## src/design/dtr_pkg.sv

```systemverilog
// Shared types, constants and helpers for the divider/timer block.
`timescale 1ns / 1ps

package dtr_pkg;

    localparam logic [15:0] SYS_RESET         = 16'h1800;
    localparam logic [7:0]  CONTROL_RESET_RAW = 8'hF8;
    localparam logic [2:0]  CONTROL_RESET     = CONTROL_RESET_RAW[2:0];
    localparam logic [1:0]  RELOAD_DELAY      = 2'd3;
    localparam logic [1:0]  WRITE_BLOCK_TICKS = 2'd3;

    localparam logic [3:0]  TAP_BIT9 = 4'd9;
    localparam logic [3:0]  TAP_BIT3 = 4'd3;
    localparam logic [3:0]  TAP_BIT5 = 4'd5;
    localparam logic [3:0]  TAP_BIT7 = 4'd7;

    typedef enum logic [1:0] {
        SEL_BIT9 = 2'd0,
        SEL_BIT3 = 2'd1,
        SEL_BIT5 = 2'd2,
        SEL_BIT7 = 2'd3
    } dtr_sel_t;

    typedef struct packed {
        logic       divider_clear;
        logic       count_write;
        logic [7:0] count_data;
        logic       modulo_write;
        logic [7:0] modulo_data;
        logic       control_write;
        logic [2:0] control_data;
    } dtr_in_t;

    typedef struct packed {
        logic [7:0] divider_value;
        logic [7:0] count_value;
        logic       timer_irq;
    } dtr_out_t;

    typedef struct packed {
        logic [15:0] system_counter;
        logic [7:0]  timer_count;
        logic [7:0]  reload_modulo;
        logic [2:0]  control_now;
        logic [2:0]  control_before;
        logic [1:0]  overflow_delay;
        logic [1:0]  write_block_count;
    } dtr_state_t;

    // control[1:0] picks which system counter bit clocks the timer
    function automatic logic [3:0] tap_index(input logic [1:0] sel);
        logic [3:0] idx;
        case (dtr_sel_t'(sel))
            SEL_BIT9: idx = TAP_BIT9;
            SEL_BIT3: idx = TAP_BIT3;
            SEL_BIT5: idx = TAP_BIT5;
            SEL_BIT7: idx = TAP_BIT7;
            default:  idx = TAP_BIT9;
        endcase
        return idx;
    endfunction

endpackage

```

## src/design/dtr_in_stage.sv

```systemverilog
// Input register stage: holds one accepted word until the tick logic takes it.
`timescale 1ns / 1ps

module dtr_in_stage (
    input  logic            aclk,
    input  logic            aresetn,
    input  logic            s_valid,
    output logic            s_ready,
    input  dtr_pkg::dtr_in_t s_data,
    output logic            q_valid,
    input  logic            q_take,
    output dtr_pkg::dtr_in_t q_data
);
    import dtr_pkg::*;

    logic    valid_reg;
    logic    valid_next;
    dtr_in_t data_reg;

    assign s_ready = !valid_reg || q_take;
    assign valid_next = (s_valid && s_ready) || (valid_reg && !q_take);

    always_ff @(posedge aclk) begin
        if (!aresetn) begin
            valid_reg <= 1'b0;
        end else begin
            valid_reg <= valid_next;
        end
    end

    always_ff @(posedge aclk) begin
        if (s_valid && s_ready) begin
            data_reg <= s_data;
        end
    end

    assign q_valid = valid_reg;
    assign q_data  = data_reg;

endmodule

```

## src/design/dtr_step.sv

```systemverilog
// One timer tick: next state and the result word from current state and input.
`timescale 1ns / 1ps

module dtr_step (
    input  dtr_pkg::dtr_state_t cur,
    input  dtr_pkg::dtr_in_t    word,
    output dtr_pkg::dtr_state_t nxt,
    output dtr_pkg::dtr_out_t   res
);
    import dtr_pkg::*;

    logic [15:0] sys_base;
    logic [15:0] sys_new;
    logic [7:0]  modulo;
    logic [2:0]  ctl;
    logic        cnt_wr;
    logic [1:0]  od_dec;
    logic        reload;
    logic        old_high;
    logic        new_high;
    logic        advance;
    logic [7:0]  tc;
    logic [1:0]  od;
    logic [1:0]  wb;

    always_comb begin
        modulo   = word.modulo_write  ? word.modulo_data  : cur.reload_modulo;
        ctl      = word.control_write ? word.control_data : cur.control_now;
        sys_base = word.divider_clear ? 16'd0 : cur.system_counter;
        sys_new  = sys_base + 16'd1;

        // count writes are dropped while the post-reload block is running
        cnt_wr = word.count_write && (cur.write_block_count == 2'd0);
        wb     = (cur.write_block_count != 2'd0) ? cur.write_block_count - 2'd1
                                                 : cur.write_block_count;

        od_dec = cur.overflow_delay - 2'd1;
        reload = (cur.overflow_delay != 2'd0) && (od_dec == 2'd0);
        od     = (cur.overflow_delay != 2'd0) ? od_dec : 2'd0;

        new_high = sys_new[tap_index(ctl[1:0])];
        old_high = cur.system_counter[tap_index(cur.control_before[1:0])];
        if (ctl[2]) begin
            advance = old_high && !new_high;
        end else begin
            // turning the enable off while the tap is high counts once
            advance = cur.control_before[2] && new_high;
        end

        tc = cur.timer_count;
        if (reload) begin
            tc = modulo;
            wb = WRITE_BLOCK_TICKS;
        end else if (advance) begin
            tc = cur.timer_count + 8'd1;
        end

        if (cnt_wr) begin
            tc = word.count_data;
            od = 2'd0;
        end else if (cur.timer_count[7] && !tc[7]) begin
            od = RELOAD_DELAY;
        end

        nxt.system_counter    = sys_new;
        nxt.timer_count       = tc;
        nxt.reload_modulo     = modulo;
        nxt.control_now       = ctl;
        nxt.control_before    = ctl;
        nxt.overflow_delay    = od;
        nxt.write_block_count = wb;

        res.divider_value = sys_new[15:8];
        res.count_value   = tc;
        res.timer_irq     = reload;
    end

endmodule

```

## src/design/divider_timer_with_reload_core.sv

```systemverilog
// Top level: divider and timer with delayed reload, word in and word out.
// Path: an accepted word waits in the input register; its result is then written to the
// result register and held there until taken, so a busy result side stalls the input.
// Throughput: one word per cycle while results are taken; between the registers sit a
// 16-bit and an 8-bit increment plus muxes. The input frees when the result is taken or empty.
// Reset (aresetn low, synchronous): pipeline empties, system counter to 0x1800,
// all timer, modulo, control, delay and block state to zero.
`timescale 1ns / 1ps

module divider_timer_with_reload_core (
    input  logic              aclk,
    input  logic              aresetn,
    input  logic              s_valid,
    output logic              s_ready,
    input  dtr_pkg::dtr_in_t  s_data,
    output logic              m_valid,
    input  logic              m_ready,
    output dtr_pkg::dtr_out_t m_data
);
    import dtr_pkg::*;

    logic       q_valid;
    logic       q_take;
    dtr_in_t    q_data;
    dtr_state_t state_reg;
    dtr_state_t state_next;
    dtr_out_t   res;
    dtr_out_t   out_reg;
    logic       out_valid_reg;
    logic       out_valid_next;

    dtr_in_stage u_in (
        .aclk    (aclk),
        .aresetn (aresetn),
        .s_valid (s_valid),
        .s_ready (s_ready),
        .s_data  (s_data),
        .q_valid (q_valid),
        .q_take  (q_take),
        .q_data  (q_data)
    );

    dtr_step u_step (
        .cur  (state_reg),
        .word (q_data),
        .nxt  (state_next),
        .res  (res)
    );

    // a held word is processed once the result slot is free or draining
    assign q_take = q_valid && (!out_valid_reg || m_ready);
    assign out_valid_next = q_take || (out_valid_reg && !m_ready);

    always_ff @(posedge aclk) begin
        if (!aresetn) begin
            out_valid_reg             <= 1'b0;
            state_reg.system_counter    <= SYS_RESET;
            state_reg.timer_count       <= 8'd0;
            state_reg.reload_modulo     <= 8'd0;
            state_reg.control_now       <= CONTROL_RESET;
            state_reg.control_before    <= CONTROL_RESET;
            state_reg.overflow_delay    <= 2'd0;
            state_reg.write_block_count <= 2'd0;
        end else begin
            out_valid_reg <= out_valid_next;
            if (q_take) begin
                state_reg <= state_next;
            end
        end
    end

    always_ff @(posedge aclk) begin
        if (q_take) begin
            out_reg <= res;
        end
    end

    assign m_valid = out_valid_reg;
    assign m_data  = out_reg;

endmodule

```

## config.mk

```make
export PLATFORM = sky130hd
export DESIGN_NAME = divider_timer_with_reload_core
export DESIGN_NICKNAME = d
export VERILOG_FILES = /design/src/design/dtr_pkg.sv /design/src/design/dtr_in_stage.sv /design/src/design/dtr_step.sv /design/src/design/divider_timer_with_reload_core.sv
export SDC_FILE = /design/constraint.sdc
export NUM_CORES = 1
export LEC_CHECK = 0
export ABC_AREA = 1
export ABC_CLOCK_PERIOD_IN_PS = 4300
export BUFFER_PORTS_ARGS = -buffer_cell sky130_fd_sc_hd__buf_2
export CAP_MARGIN = 20
export CORE_MARGIN = 2
export CORE_UTILIZATION = 38
export DETAILED_ROUTE_END_ITERATION = 6
export SLEW_MARGIN = 20
export SYNTH_ARGS = -nofsm -noshare
export SYNTH_HDL_FRONTEND = slang
export SYNTH_SLANG_ARGS = --single-unit
```

## constraint.sdc

```tcl
create_clock -name aclk -period 4.3 [get_ports aclk]
set_input_delay 0.215 -clock aclk [delete_from_list [all_inputs] [get_ports aclk]]
set_output_delay 0.215 -clock aclk [all_outputs]
set_load 0.005 [all_outputs]
```

# Word-level counts from Yosys, hierarchy flattened
# Cells that the tools add are included.
# op_classes
addsub	4
n_lt_le_gt_ge	2
n_eq_ne	6
muxes	18
n_reduce_logical	27
# ops
cell	n
two-way mux 8 bit	4
one-hot mux 4 bit (4 select lines)	2
adder 16 x 1 -> 16 bit, second input constant	1
two-way mux 16 bit	1
less-than comparator 4 x 5 -> 1 bit, second input constant	2
two-way mux 2 bit	5
logical AND 1 bit	9
adder 8 x 1 -> 8 bit, second input constant	1
binary-select mux 1 bit (select 4 bit)	2
equality test 2 bit, second input constant	4
zero test 2 bit	4
zero test 1 bit	6
nonzero test 2 bit	3
equality test 2 x 1 -> 1 bit, second input constant	2
logical OR 1 bit	4
subtractor 2 x 1 -> 2 bit, second input constant	2
two-way mux 1 bit	3
two-way mux 3 bit	1
AND reduction 2 bit	1
# totals
reg_bits	81
input_bits	27
output_inout_bits	19
wordCells	75

# Depth between registers and ports, before layout
# logic_depth
word_depth	14
mapped_depth	21
depth_no_buf	20

# By module
# Synthesis repeated with hierarchy kept, for this count alone.
# unflattened
hier_cells	567
hier_area_um2	4445.5
# modules_own_cells
mod	n_inst	cells_per_inst	area_per_inst_um2	seq_area_each_um2
divider_timer_with_reload_core	1	295	2427.3	1371.3
dtr_step	1	242	1276.2	0.0
dtr_in_stage	1	30	742.0	710.7

# Worst setup path before layout
# Ideal clock, no wire load.
# synth_timing
kind	register to register
startpoint	register u_in.data_reg (netlist bit u_in.q_data[22])
endpoint	register state_reg[38] (netlist name)
arrival_time_ns	2.019
required_ns	4.141
slack_ns	2.122
path_stages_with_launch	17
path_buffers	2
period_less_slack_ns	2.178
path_cell_list	edfxtp_1 -> buf_6 -> inv_8 -> buf_12 -> nand2_1 -> inv_1 -> ha_1 -> nand2_1 -> nor2_1 -> nand3_1 -> inv_2 -> nand4_2 -> nor3_2 -> nand3_1 -> xor2_1 -> a21oi_1 -> o21ai_0
# synth_rtl
item	line_no	text
start: declaration	dtr_in_stage.sv:18	dtr_in_t data_reg;
start signal: assignment	dtr_in_stage.sv:33	data_reg <= s_data;
end signal: assignment	divider_timer_with_reload_core.sv:67	state_reg <= state_next;
end: declaration	divider_timer_with_reload_core.sv:25	dtr_state_t state_reg;

==> flow_metrics.tcl <==
set metrics [dict create \
    synth_area_um2 3800 \
    post_drt_via_cell_ratio 4.72 \
    drt-wirelength-per-cell_um 12.0 \
    grt_start_max_net_pins 52 \
    power_leakage_nw 1.90 \
    timing_hold_violations_final 0 \
    clock_net_sink_count 81 \
    endpoint_kind "flip-flop" \
    slew_violations 0 \
    critPathArrivalTime_ps 2690 \
    netlist_top_cells_area "edfxtp_1 32%, dfxtp_1 22%, nand2_1 6.3%" \
    regToRegSetupSlack_ps 1910 \
    antenna_found_initial 0 \
    setup-tns-final_ps 0 \
    grt_use_total_pct 14.1 \
    netlist_top_cells_count "64 x nand2_1, 50 x inv_1, 41 x dfxtp_1, 40 x edfxtp_1, 30 x a21oi_1" \
    postCtsResizedCells 0 \
    max_cap_viol_count 0 \
    die_width_um 104 \
    postCtsSetupRepairBufs 0 \
    floorplan.die_area_um2 10800 \
    max_freq_mhz 419 \
    seq_area_frac_synth_pct 53.3 \
    yosysMostFrequentCell "nand2_1" \
    cts.reportedPaths.clkPinSlew_ps 90 \
    crit_path_start_kind "flip-flop" \
    ff2ff_path_depth 15 \
    initial_utilization_pct 39.0 \
    critical_path.max_stage_delay_ps 560 \
    status "finished, final reports clean" \
    worstSkewPairLatency_ps 360 \
    cts-root-to-sink-buffers 2 \
    grt_pass1_vias 2736 \
    power.density_cell_area_nw_per_um2 390 \
    vias 2805 \
    ios 46 \
    max-vdd-ir-drop_v 0.000228 \
    ffs_latches_synth 81 \
    number_of_design_rule_violations_left_after_detail_routing 0 \
    io_buffers 45 \
    critical-path-slowest-cell "edfxtp_1" \
    reg2reg_from "u_in.q_data[22]$_DFFE_PP_" \
    post-route-period-util_pct 55.5 \
    tritoncts "done" \
    yosys.area.top_type "edfxtp_1" \
    core_area_um2 9730 \
    layout_cells_sized_above_1_pct 22.8 \
    setup.worst_path.class "flip-flop to flip-flop" \
    grt_remaining_overflow 0 \
    fin_worst_skew_ps 7.65 \
    drt-pass1-iter-count 6 \
    maxSlewHeadroom_pct 36.9 \
    fillers 975 \
    grt_setup_unrepaired "no" \
    multi_input_comb_area_um2 1460 \
    post_route_antenna_net_violation_count 0 \
    number_of_flops_mapped_to_enable_cells_by_yosys 40 \
    min_path_cells 1 \
    numCtsBuffers 9 \
    clockRootBuffer "clkbuf_8" \
    synth_cells 414 \
    area_delta_synth_final_pct 14.7 \
    place.gp.congestion 0.855 \
    yosys.area.top_type_share_pct 31.6 \
    worst_slew_pin_slew_ps 946 \
    synth-async-reset-ratio_pct 0 \
    synth-main-ff-cell "dfxtp_1" \
    grt_first_pass_wirelength_mm 12.4 \
    fin_total_pwr_mw 1.70 \
    cp_cell_sequence "inv_8, nand2_1, inv_1, ha_1, nand2_1, nor2_1, nand3_1, inv_2, nand4_2, nor3_2, nand3_1, nor3_2, xor2_1, o21ai_1, inv_1" \
    cts_hold_repair.buffers 0 \
    setup_violations 0 \
    cts.htree.levels 3 \
    antennaDiodeCount 0 \
    hpwlAfterDp_mm 4.86 \
    hold_start "s_data[5]" \
    regArea_um2 2020 \
    initial_drc_count 77 \
    worst-endpoint-required_ps 4600 \
    whs_endpoint "u_in.q_data[5]$_DFFE_PP_" \
    ys_warn_count 0 \
    die_height_um 104 \
    wl_mm 7.12 \
    timing.critical_path.fanout_max 13 \
    largest_register_ff_count 39 \
    reg2reg_to "state_reg[40]$_SDFFE_PN0P_" \
    syn-mean-instance-area_um2 9.17 \
    min_period_ps 2390 \
    design.final.nets 486 \
    floorplan.rows 36 \
    syn-num-nets 444 \
    utilization_pct 44.8 \
    timing.hold.worst.class "input pin to flip-flop" \
    synth.distinct_cells 41 \
]
==> worst max-delay path, delay by kind of cell, from the launching register on <==
| kind | cells | cell delay, ps |
|---|---|---|
| AO/OA/AOI/OAI | 1 | 80 |
| XOR/XNOR | 1 | 200 |
| adder cells (fa/ha/maj) | 1 | 180 |
| buffers and inverters | 4 | 380 |
| flip-flops | 1 | 560 |
| AND/OR/NAND/NOR | 8 | 950 |
==> per-layer routing <==
layer / track usage (%) / wire length (µm) / vias to the layer above
met5: 0 / 0 / -
met4: 4.63 / 126 / 0
met3: 3.57 / 248 / 9
met2: 24.9 / 3460 / 59
met1: 16.9 / 3280 / 1271
li1: - / - / 1466
==> kinds of logic after synthesis <==
logic type	share of synthesized area (%)
simple gates	20.4
buf+inv	8.24
compound gates	12.2
xor+xnor	3.00
fa+ha+maj	0.989
mux	1.85
flops	53.3
==> worst max-delay path by stage <==
stage                              startpoint                         end
floorplan           u_in.q_data[22]$_DFFE_PP_  state_reg[38]$_SDFFE_PN1P_
global placement    u_in.q_data[22]$_DFFE_PP_  state_reg[40]$_SDFFE_PN0P_
detailed placement  u_in.q_data[22]$_DFFE_PP_  state_reg[38]$_SDFFE_PN1P_
CTS                 u_in.q_data[22]$_DFFE_PP_  state_reg[40]$_SDFFE_PN0P_
global route        u_in.q_data[22]$_DFFE_PP_  state_reg[40]$_SDFFE_PN0P_
finish              u_in.q_data[22]$_DFFE_PP_  state_reg[40]$_SDFFE_PN0P_
==> cells in the final DEF (no fill, tap or decap), drive strengths merged <==
cell,instances
nor2,30
o21ai,33
a21oi,33
clkinvlp,1
ha,3
xor2,11
nor3,4
nand3,30
xnor2,2
dfxtp,41
clkinv,4
a31oi,2
or2,3
a211oi,9
clkbuf,9
buf,47
nor4,1
bufinv,2
mux2i,7
o211ai,3
nand2,83
a311oi,1
edfxtp,40
inv,57
nand4,5
==> through the flow <==
step / worst slack (ps) / std cells / area, µm² / hold WS (ps)
after floorplan: 2120 / 414 / 3800 / 314
after global routing: 1610 / 594 / 4360 / 3.19
after global placement: 1980 / 578 / 4130 / 392
final: 1910 / 594 / 4360 / 25.5
after CTS: 1910 / 594 / 4360 / 9.48
after detailed placement: 1940 / 578 / 4130 / 393
==> power by group <==
| group | total (mW) | internal (mW) | switching (mW) |
|---|---|---|---|
| clock network | 0.627 | 0.333 | 0.294 |
| logic | 0.187 | 0.0684 | 0.119 |
| registers | 0.884 | 0.858 | 0.0258 |
| total | 1.70 | 1.26 | 0.439 |
==> final cells by class <==
type | count | area share (%)
clock inverters | 7 | 2.36
repair buffers | 47 | 5.80
well taps | 133 | 3.82
inverters | 57 | 5.20
clock buffers | 9 | 2.84
flip-flops and latches | 81 | 46.4
multi-input cells | 260 | 33.6
No activity file was read; power rests on OpenSTA's default activity.
